File: src/rtl/core/dvrt_pkg.sv
// ----------------------------------------------------------------------------
// dvrt_pkg
// Types and constants of the distance-vector route table.
// ----------------------------------------------------------------------------
package dvrt_pkg;
    localparam int NODES   = 16;
    localparam int IDX_W   = 4;
    localparam int COST_W  = 16;
    localparam int ADDR_W  = 2 * IDX_W;
    localparam logic [COST_W-1:0] COST_INF = '1;

    localparam logic [1:0] REQ_LINK  = 2'd0;
    localparam logic [1:0] REQ_VEC   = 2'd1;
    localparam logic [1:0] REQ_QUERY = 2'd2;

    localparam logic [1:0] RES_ENTRY  = 2'd0;
    localparam logic [1:0] RES_ROUTE  = 2'd1;
    localparam logic [1:0] RES_NONBR  = 2'd2;
    localparam logic [1:0] RES_NOUPD  = 2'd3;

    localparam logic [1:0] REG_OWN_NODE = 2'd0;

    typedef struct packed {
        logic [1:0]        req_type;
        logic [IDX_W-1:0]  peer_node;
        logic [IDX_W-1:0]  target_node;
        logic [COST_W-1:0] path_cost;
        logic              final_entry;
    } t_item;

    typedef struct packed {
        logic [1:0]        result_kind;
        logic [IDX_W-1:0]  dest_index;
        logic [COST_W-1:0] dest_cost;
        logic [IDX_W-1:0]  next_hop_node;
        logic              hop_known;
        logic              dest_known;
        logic              cost_lowered;
        logic              run_last;
    } t_res;
endpackage

File: src/rtl/core/dvrt_front.sv
// ----------------------------------------------------------------------------
// dvrt_front
// Input acceptance and two-entry item queue toward the back end.
// ----------------------------------------------------------------------------
module dvrt_front (
    input  logic           i_clk,
    input  logic           i_rst_n,
    input  logic           i_valid,
    output logic           o_ready,
    input  dvrt_pkg::t_item i_item,
    input  logic           i_pop,
    output logic           o_q_valid,
    output dvrt_pkg::t_item o_q_item
);
    import dvrt_pkg::*;

    t_item      r_buf [2];
    logic       r_wp, r_rp;
    logic [1:0] r_cnt;
    logic       w_push, w_pop;

    assign o_ready   = (r_cnt != 2'd2);
    assign w_push    = i_valid && o_ready;
    assign w_pop     = i_pop && (r_cnt != 2'd0);
    assign o_q_valid = (r_cnt != 2'd0);
    assign o_q_item  = r_buf[r_rp];

    always_ff @(posedge i_clk) begin
        if (!i_rst_n) begin
            r_wp  <= 1'b0;
            r_rp  <= 1'b0;
            r_cnt <= 2'd0;
        end else begin
            if (w_push) r_wp <= ~r_wp;
            if (w_pop)  r_rp <= ~r_rp;
            r_cnt <= r_cnt + {1'b0, w_push} - {1'b0, w_pop};
        end
    end

    always_ff @(posedge i_clk) begin
        if (w_push) r_buf[r_wp] <= i_item;
    end
endmodule

File: config.mk
export PLATFORM = sky130hd
export DESIGN_NAME = dvrt_front
export DESIGN_NICKNAME = d
export VERILOG_FILES = /design/src/rtl/core/dvrt_pkg.sv /design/src/rtl/core/dvrt_front.sv
export SDC_FILE = /design/constraint.sdc
export NUM_CORES = 1
export LEC_CHECK = 0
export BUFFER_PORTS_ARGS = -buffer_cell sky130_fd_sc_hd__buf_4
export CORE_ASPECT_RATIO = 2
export CORE_MARGIN = 3
export CORE_UTILIZATION = 35
export DETAILED_ROUTE_END_ITERATION = 8
export GPL_TIMING_DRIVEN = 0
export PLACE_DENSITY = 0.63
export SLEW_MARGIN = 20
export SYNTH_ARGS = -nofsm -noshare
export SYNTH_HDL_FRONTEND = slang
export SYNTH_SLANG_ARGS = --single-unit
File: constraint.sdc
create_clock -name i_clk -period 2.95 [get_ports i_clk]
set_input_delay 0 -clock i_clk [delete_from_list [all_inputs] [get_ports i_clk]]
set_output_delay 0 -clock i_clk [all_outputs]
set_load 0.02 [all_outputs]
==> results.py, run 1 <==
metrics = {
    "outcome": {
        "status": "complete, no violations",
    },
    "floorplanning": {
        "core_sq_mm": 0.006310,
        "die_y_um": 120.3,
        "boundaryPins": 60,
        "rows": 41,
        "start_util_pct": 36.25,
        "die_x_um": 63.16,
        "die-area_sq_mm": 0.007599,
    },
    "sta": {
        "tightest_slew_ns": 0.6621,
        "fmax_mhz": 583.8,
        "setup_viol": 0,
        "fin_ws_ns": 1.237,
        "min_period_over_period_pct": 58.07,
        "hold_viol_final": 0,
        "rsz0062_at_grt": "false",
        "tns_ns": 0,
        "drv_slew": 0,
        "min_period_ns": 1.713,
        "fin_skew_ns": 0.003820,
        "relSlewSlack_pct": 55.86,
    },
    "grt": {
        "antenna_found_initial": 0,
        "grt_pass1_wl_um": 6900,
        "track_usage_pct": 12.39,
        "grt_pass1_vias": 1484,
        "grt_overflow": 0,
        "grt_max_degree": 28,
    },
    "logic_synthesis": {
        "seq_area_frac_synth_pct": 75.27,
        "synth_warnings": 0,
        "syn-mean-instance-area_sq_um": 21.18,
        "synth_nets": 141,
        "syn_area_sq_mm": 0.002287,
        "ys_seq_elements": 59,
        "synthCells": 108,
        "synth_cell_types": 18,
    },
    "critical_path": {
        "path_buf_inv": 1,
        "end_kind": "register",
        "crit_start": "r_cnt[0]",
        "path_class": "reg2reg",
        "critPathMaxFanout": 4,
        "cpLargestDelayFamily": "adder cells",
        "critPathSlowestCell": "dfxtp_1",
        "max_stage_delay_ns": 0.36,
        "rrSetupSlack_ns": 1.24,
        "reg2reg_depth": 8,
        "reg2reg_from": "r_cnt[0]",
        "r2r_end": "r_cnt[1]",
        "crit_path_end": "r_cnt[1]",
        "arrival_ns": 1.92,
        "start_kind": "register",
        "cp.depth": 8,
        "cp_data_required_time_ns": 3.16,
        "path_cells": "nand2b_1 -> nand2_1 -> ha_1 -> inv_1 -> ha_1 -> xnor2_1 -> xnor2_1 -> and2_1",
    },
    "clock_tree": {
        "cts-htree-levels": 3,
        "ctsResizeCount": 0,
        "clock-sinks": 59,
        "numCtsBuffers": 9,
        "cts_root_buf": "clkbuf_16",
        "clk_pin_slew_ns": 0.05,
        "cts_setup_buffers": 0,
        "clockBufferDepth": 2,
        "cts_tree": "built",
        "insertion_delay_ns": 0.31,
        "ctsHoldBuffers": 28,
    },
    "route": {
        "viasPerCell": 4.328,
        "routedWlPerCell_um": 14.11,
        "drc": 0,
        "drtIter0Drc": 31,
        "vias": 1281,
        "ant_nets": 0,
        "drt_wl_total_um": 4176,
        "drtPass1Iterations": 4,
    },
    "pwr": {
        "total_leakage_power_nw": 1.351,
        "ir_drop_uv": 485.5,
        "pwr_density_cell_mw_per_mm2": 854.6,
        "power_mw": 2.928,
    },
    "cells_and_area": {
        "syn_to_final_growth_pct": 49.78,
        "nets": 240,
        "stdcell_count": 296,
        "drive_above_1_share_pct": 50.00,
        "n_antenna_cell": 0,
        "fin_area_sq_mm": 0.003426,
    },
    "placement": {
        "routabilityCongestion": 0.5934,
        "dp_slack_ns": 1.221,
        "port_buffers": 59,
        "placed_cells": 254,
        "postPlaceCellArea_sq_mm": 0.002874,
    },
    "job": {
        "cap_violations": 0,
    },
    "min_path": {
        "min_path_type": "in2reg",
    },
}
==> worst min-delay path: stages <==
cell and delay (ns):
buf_4 0.09, nand2_1 0.12, mux2i_1 0.15
==> flip-flops by register name, summed over array words and instances, names as in the netlist, named ones only <==
register / cells
r_buf: 54
r_cnt: 2
r_rp: 1
r_wp: 1
==> layout make-up <==
type                    count  area [sq um]
clock inverters             5         46.29
plain buffers               3         51.30
fillers                   517          2884
inverters                   1         3.754
well taps                  86         107.6
clock buffers               9         225.2
flip-flops and latches     59          1722
repair buffers             88         750.7
multi-input cells          45         519.2
==> kinds of logic after synthesis <==
logic type,after synthesis,synth area share (%)
multiplexers,28,17.01
adder cells (fa/ha/maj),2,1.094
AO/OA/AOI/OAI,1,0.3830
XOR/XNOR,3,1.149
flip-flops,59,75.27
buffers and inverters,4,2.407
AND/OR/NAND/NOR,11,2.681
==> where the power goes <==
group | switching, mW | internal, mW | total (mW)
Sequential | 0.0415 | 1.06 | 1.10
Clock | 0.299 | 0.629 | 0.928
Combinational | 0.421 | 0.479 | 0.901
==> how the worst min path moves through the flow <==
stage,to,cells after the start,start
CTS,r_wp,3,i_valid
global route,r_wp,3,i_valid
detailed placement,r_buf[0][23],1,i_item[23]
finish,r_wp,3,i_valid
global placement,r_buf[0][26],1,i_item[26]
floorplan,r_buf[0][0],0,i_item[0]
==> cell usage in the layout (no fill, tap or decap) <==
| cell type | Yosys | routed |
|---|---|---|
| xnor2_1 | 3 | 3 |
| dfxtp_1 | 5 | 5 |
| mux2_2 | 7 | 7 |
| and3_2 | 0 | 1 |
| o21a_2 | 1 | 1 |
| mux2_4 | 20 | 20 |
| buf_16 | 0 | 1 |
| nor2_4 | 0 | 1 |
| nand2_1 | 2 | 2 |
| mux2i_1 | 1 | 1 |
| edfxtp_1 | 54 | 54 |
| clkbuf_16 | 0 | 9 |
| nor2b_1 | 2 | 2 |
| buf_12 | 2 | 2 |
| nand2b_1 | 2 | 2 |
| dlygate4sd3_1 | 0 | 28 |
| clkinv_2 | 0 | 1 |
| ha_1 | 2 | 2 |
| clkinv_1 | 0 | 3 |
| or2_2 | 1 | 1 |
| and2_1 | 2 | 2 |
| bufinv_16 | 0 | 1 |
| buf_6 | 1 | 1 |
| buf_4 | 0 | 59 |
| inv_1 | 1 | 1 |
==> metal layers <==
layer	share of wire (%)	GRT usage [%]
met5	0	0
met4	2.3	8.852
met3	5.6	4.461
met2	59	22.17
met1	34	11.15
==> stage by stage <==
step	hold WS (ns)	utilization [%]
after floorplan	0.09887	-
after global placement	0.1855	44.97
after detailed placement	0.1878	45.55
after CTS	0.08181	54.29
after global routing	0.1083	54.29
final	0.09852	54.29
==> cells in the mapped netlist <==
cell      count  area, sq um
ha_1          2        25.02
dfxtp_1       5        100.1
buf_6         1        11.26
edfxtp_1     54         1622
mux2_4       20        300.3
o21a_2        1        8.760
mux2_2        7        78.83
and3_1        1        6.260
inv_1         1        3.750
nand2_1       2        7.510
nor2_1        1        3.750
or2_2         1        6.260
xnor2_1       3        26.28
mux2i_1       1        10.01
and2_1        2        12.51
buf_12        2        40.04
nor2b_1       2        12.51
nand2b_1      2        12.51
No activity file was read; power rests on OpenSTA's default activity.
==> run 2: changes to the inputs <==
--- a/config.mk
+++ b/config.mk
@@ -5,13 +5,14 @@
 export SDC_FILE = /design/constraint.sdc
 export NUM_CORES = 1
 export LEC_CHECK = 0
+export ABC_AREA = 1
 export BUFFER_PORTS_ARGS = -buffer_cell sky130_fd_sc_hd__buf_4
 export CORE_ASPECT_RATIO = 2
 export CORE_MARGIN = 3
 export CORE_UTILIZATION = 35
 export DETAILED_ROUTE_END_ITERATION = 8
 export GPL_TIMING_DRIVEN = 0
-export PLACE_DENSITY = 0.63
+export PLACE_DENSITY = 0.65
 export SLEW_MARGIN = 20
 export SYNTH_ARGS = -nofsm -noshare
 export SYNTH_HDL_FRONTEND = slang
==> constraint.sdc (replaced) <==
create_clock -name i_clk -period 1.5 [get_ports i_clk]
set_input_delay 0 -clock i_clk [delete_from_list [all_inputs] [get_ports i_clk]]
set_output_delay 0 -clock i_clk [all_outputs]
set_load 0.02 [all_outputs]
==> run 2 against run 1 <==
The run now ends with setup timing left. Maximum frequency grew 14%. Area after synthesis grew 0.22%. Global-route usage up 0.96 points. Clock-buffer cell count did not move. Largest power group unchanged.
==> results.py, run 2 <==
metrics = {
    "outcome": {
        "status": "complete, but fails checks",
        "violations": "setup timing",
    },
    "logic_synthesis": {
        "synthFlopType": "edfxtp_1",
        "synth_top_area_cell": "edfxtp_1",
        "syn-mean-instance-area_sq_um": 19.10,
        "async_reset_ff_share_pct": 0,
        "synthCells": 120,
        "synth_area_leaders": "edfxtp_1, mux2_4, dfxtp_1, mux2_2, buf_12",
        "synth_warnings": 0,
        "synth_edf_count": 54,
        "syn_area_sq_mm": 0.002292,
        "yosys-top-cells-count": "edfxtp_1, mux2_4, nand2_1",
        "synth_nets": 153,
        "synth_cell_types": 12,
        "ys_seq_elements": 59,
        "seq_area_frac_synth_pct": 75.11,
        "yosysMostFrequentCell": "edfxtp_1",
        "yosys.area.top_type_share_pct": 70.74,
    },
    "sta": {
        "drv_slew": 0,
        "setup_viol": 1,
        "tns_ns": -0.004525,
        "fin_ws_ns": -0.004525,
        "min_period_ns": 1.505,
        "tightest_slew_ns": 0.6635,
        "hold_slack_ns": 0.4071,
        "hold_viol_final": 0,
        "relSlewSlack_pct": 55.72,
        "min_period_over_period_pct": 100.3,
        "fmax_mhz": 664.7,
        "rsz0062_at_grt": "true",
        "fin_skew_ns": 0.004384,
    },
    "route": {
        "viasPerCell": 4.329,
        "drt_wl_total_um": 4515,
        "drtPass1Iterations": 4,
        "drc": 0,
        "vias": 1394,
        "routedWlPerCell_um": 14.02,
        "ant_nets": 0,
        "drtIter0Drc": 50,
    },
    "placement": {
        "dp_hpwl_um": 2725,
        "routabilityCongestion": 0.6383,
        "dp_slack_ns": -0.2329,
        "placed_cells": 265,
        "postPlaceCellArea_sq_mm": 0.002861,
        "port_buffers": 59,
    },
    "cells_and_area": {
        "fin_area_sq_mm": 0.003590,
        "n_antenna_cell": 0,
        "top_regs": "r_buf (54), r_cnt (2)",
        "largest_reg_flops": 54,
        "drive_above_1_share_pct": 53.39,
        "regMostFlops": "r_buf",
        "post-route-util_pct": 56.89,
        "syn_to_final_growth_pct": 56.60,
        "nets": 264,
        "layout_common_cells": "buf_4, edfxtp_1, dlygate4sd3_1, mux2_4, clkbuf_16",
        "final_common_cell": "buf_4",
        "stdcell_count": 322,
    },
    "floorplanning": {
        "boundaryPins": 60,
        "die-area_sq_mm": 0.007615,
        "die_x_um": 63.23,
        "start_util_pct": 36.33,
        "core_sq_mm": 0.006310,
        "rows": 41,
        "die_y_um": 120.4,
    },
    "grt": {
        "grt_pass1_wl_um": 7210,
        "grt_overflow": 0,
        "antenna_found_initial": 0,
        "track_usage_pct": 13.35,
        "grt_pass1_vias": 1481,
        "grt_max_degree": 14,
    },
    "critical_path": {
        "reg2reg_from": "r_cnt[0]",
        "start_kind": "register",
        "cp_data_required_time_ns": 1.71,
        "path_class": "reg2reg",
        "critPathMaxFanout": 4,
        "end_kind": "register",
        "crit_start": "r_cnt[0]",
        "arrival_ns": 1.71,
    },
    "clock_tree": {
        "numCtsBuffers": 9,
        "cts-htree-levels": 3,
        "clock-sinks": 59,
        "insertion_delay_ns": 0.32,
        "clk_pin_slew_ns": 0.05,
        "clockBufferDepth": 2,
        "cts_root_buf": "clkbuf_16",
        "cts_tree": "built",
    },
    "min_path": {
        "min_path_type": "in2reg",
        "hold_start": "i_item[25]",
    },
    "pwr": {
        "power_frac_comb_pct": 31.9,
        "pwr_density_cell_mw_per_mm2": 1686,
        "clockPowerShare_pct": 32.0,
        "power_mw": 6.054,
        "total_leakage_power_nw": 1.441,
        "power.switching_mw": 1.703,
        "swShare_pct": 28.14,
        "ir_drop_uv": 1209,
        "power_frac_seq_pct": 36.1,
        "p_int_mw": 4.351,
    },
    "job": {
        "cap_violations": 0,
    },
}
## run 2: cell count changes after synthesis, moves of 2 or more
cell	delta
nand2b_1	-2
nor2_1	+7
nand3_1	+3
and2_1	-2
inv_1	+6
xnor2_1	-3
a21oi_1	+2
nand2_1	+7
nor2b_1	-2
## run 2: layout make-up
| cell class | instances | area, sq um |
|---|---|---|
| clock inverter | 7 | 68.82 |
| sequential | 59 | 1724 |
| fill | 504 | 2720 |
| inverter | 7 | 30.03 |
| multi-input combinational | 52 | 551.8 |
| clock buffer | 9 | 225.2 |
| tap | 86 | 107.6 |
| timing repair inverter | 1 | 7.507 |
| buffer | 3 | 51.30 |
| timing repair buffer | 98 | 823.3 |
## run 2: worst paths after layout
check / to / slack (ns) / cells after the start
setup / recovery: r_cnt[1] / -0.005 / 10
hold / removal: r_buf[0][25] / 0.41 / 2
setup reg to reg: r_cnt[1] / -0.005 / 10
hold reg to reg: register / 0.51 / 2
## run 2: timing repair
| item | in CTS | in global routing |
|---|---|---|
| setup endpoints to repair | 55 | 33 |
| pin swaps | 1 | 2 |
| endpoints found under the hold margin | 59 | 0 |
| buffers inserted | 7 | 2 |
| hold buffers | 30 | 0 |
| gates resized for setup | 5 | 6 |
| gates cloned | 2 | 0 |
## run 2: critical path: stages (launching register included)
cell and delay (ns):
dfxtp_2 0.33, inv_1 0.07, nand2_4 0.11, nand2_8 0.08, ha_4 0.26, inv_1 0.03
ha_1 0.19, nand2_1 0.11, nand3_1 0.09, nand2_1 0.07, nor2_1 0.04
## run 2: routing by layer
layer	GRT usage [%]	routed length [um]	share of wire (%)	vias up
met5	0	0	0	-
met2	23.83	2571	57	53
met1	12.56	1507	33	651
met4	8.660	158	3.5	0
met3	4.740	278	6.2	13
li1	-	-	-	677
## run 2: cell families after synthesis
kind of cell    Yosys count  share of synthesized area, %
simple gates             20                         3.439
fa+ha+maj                 2                         1.092
compound gates            2                        0.4367
buf+inv                  10                         3.385
mux                      27                         16.54
flops                    59                         75.11
## run 2: power by group through the flow
stage / Sequential, mW / Combinational (mW) / Clock (mW)
2_1_floorplan: 2.19 / 1.14 / 0
3_3_place_gp: 2.20 / 1.69 / 0
3_5_place_dp: 2.22 / 1.70 / 0
4_1_cts: 2.19 / 1.87 / 1.99
5_1_grt: 2.22 / 2.08 / 2.05
6_report: 2.19 / 1.93 / 1.94
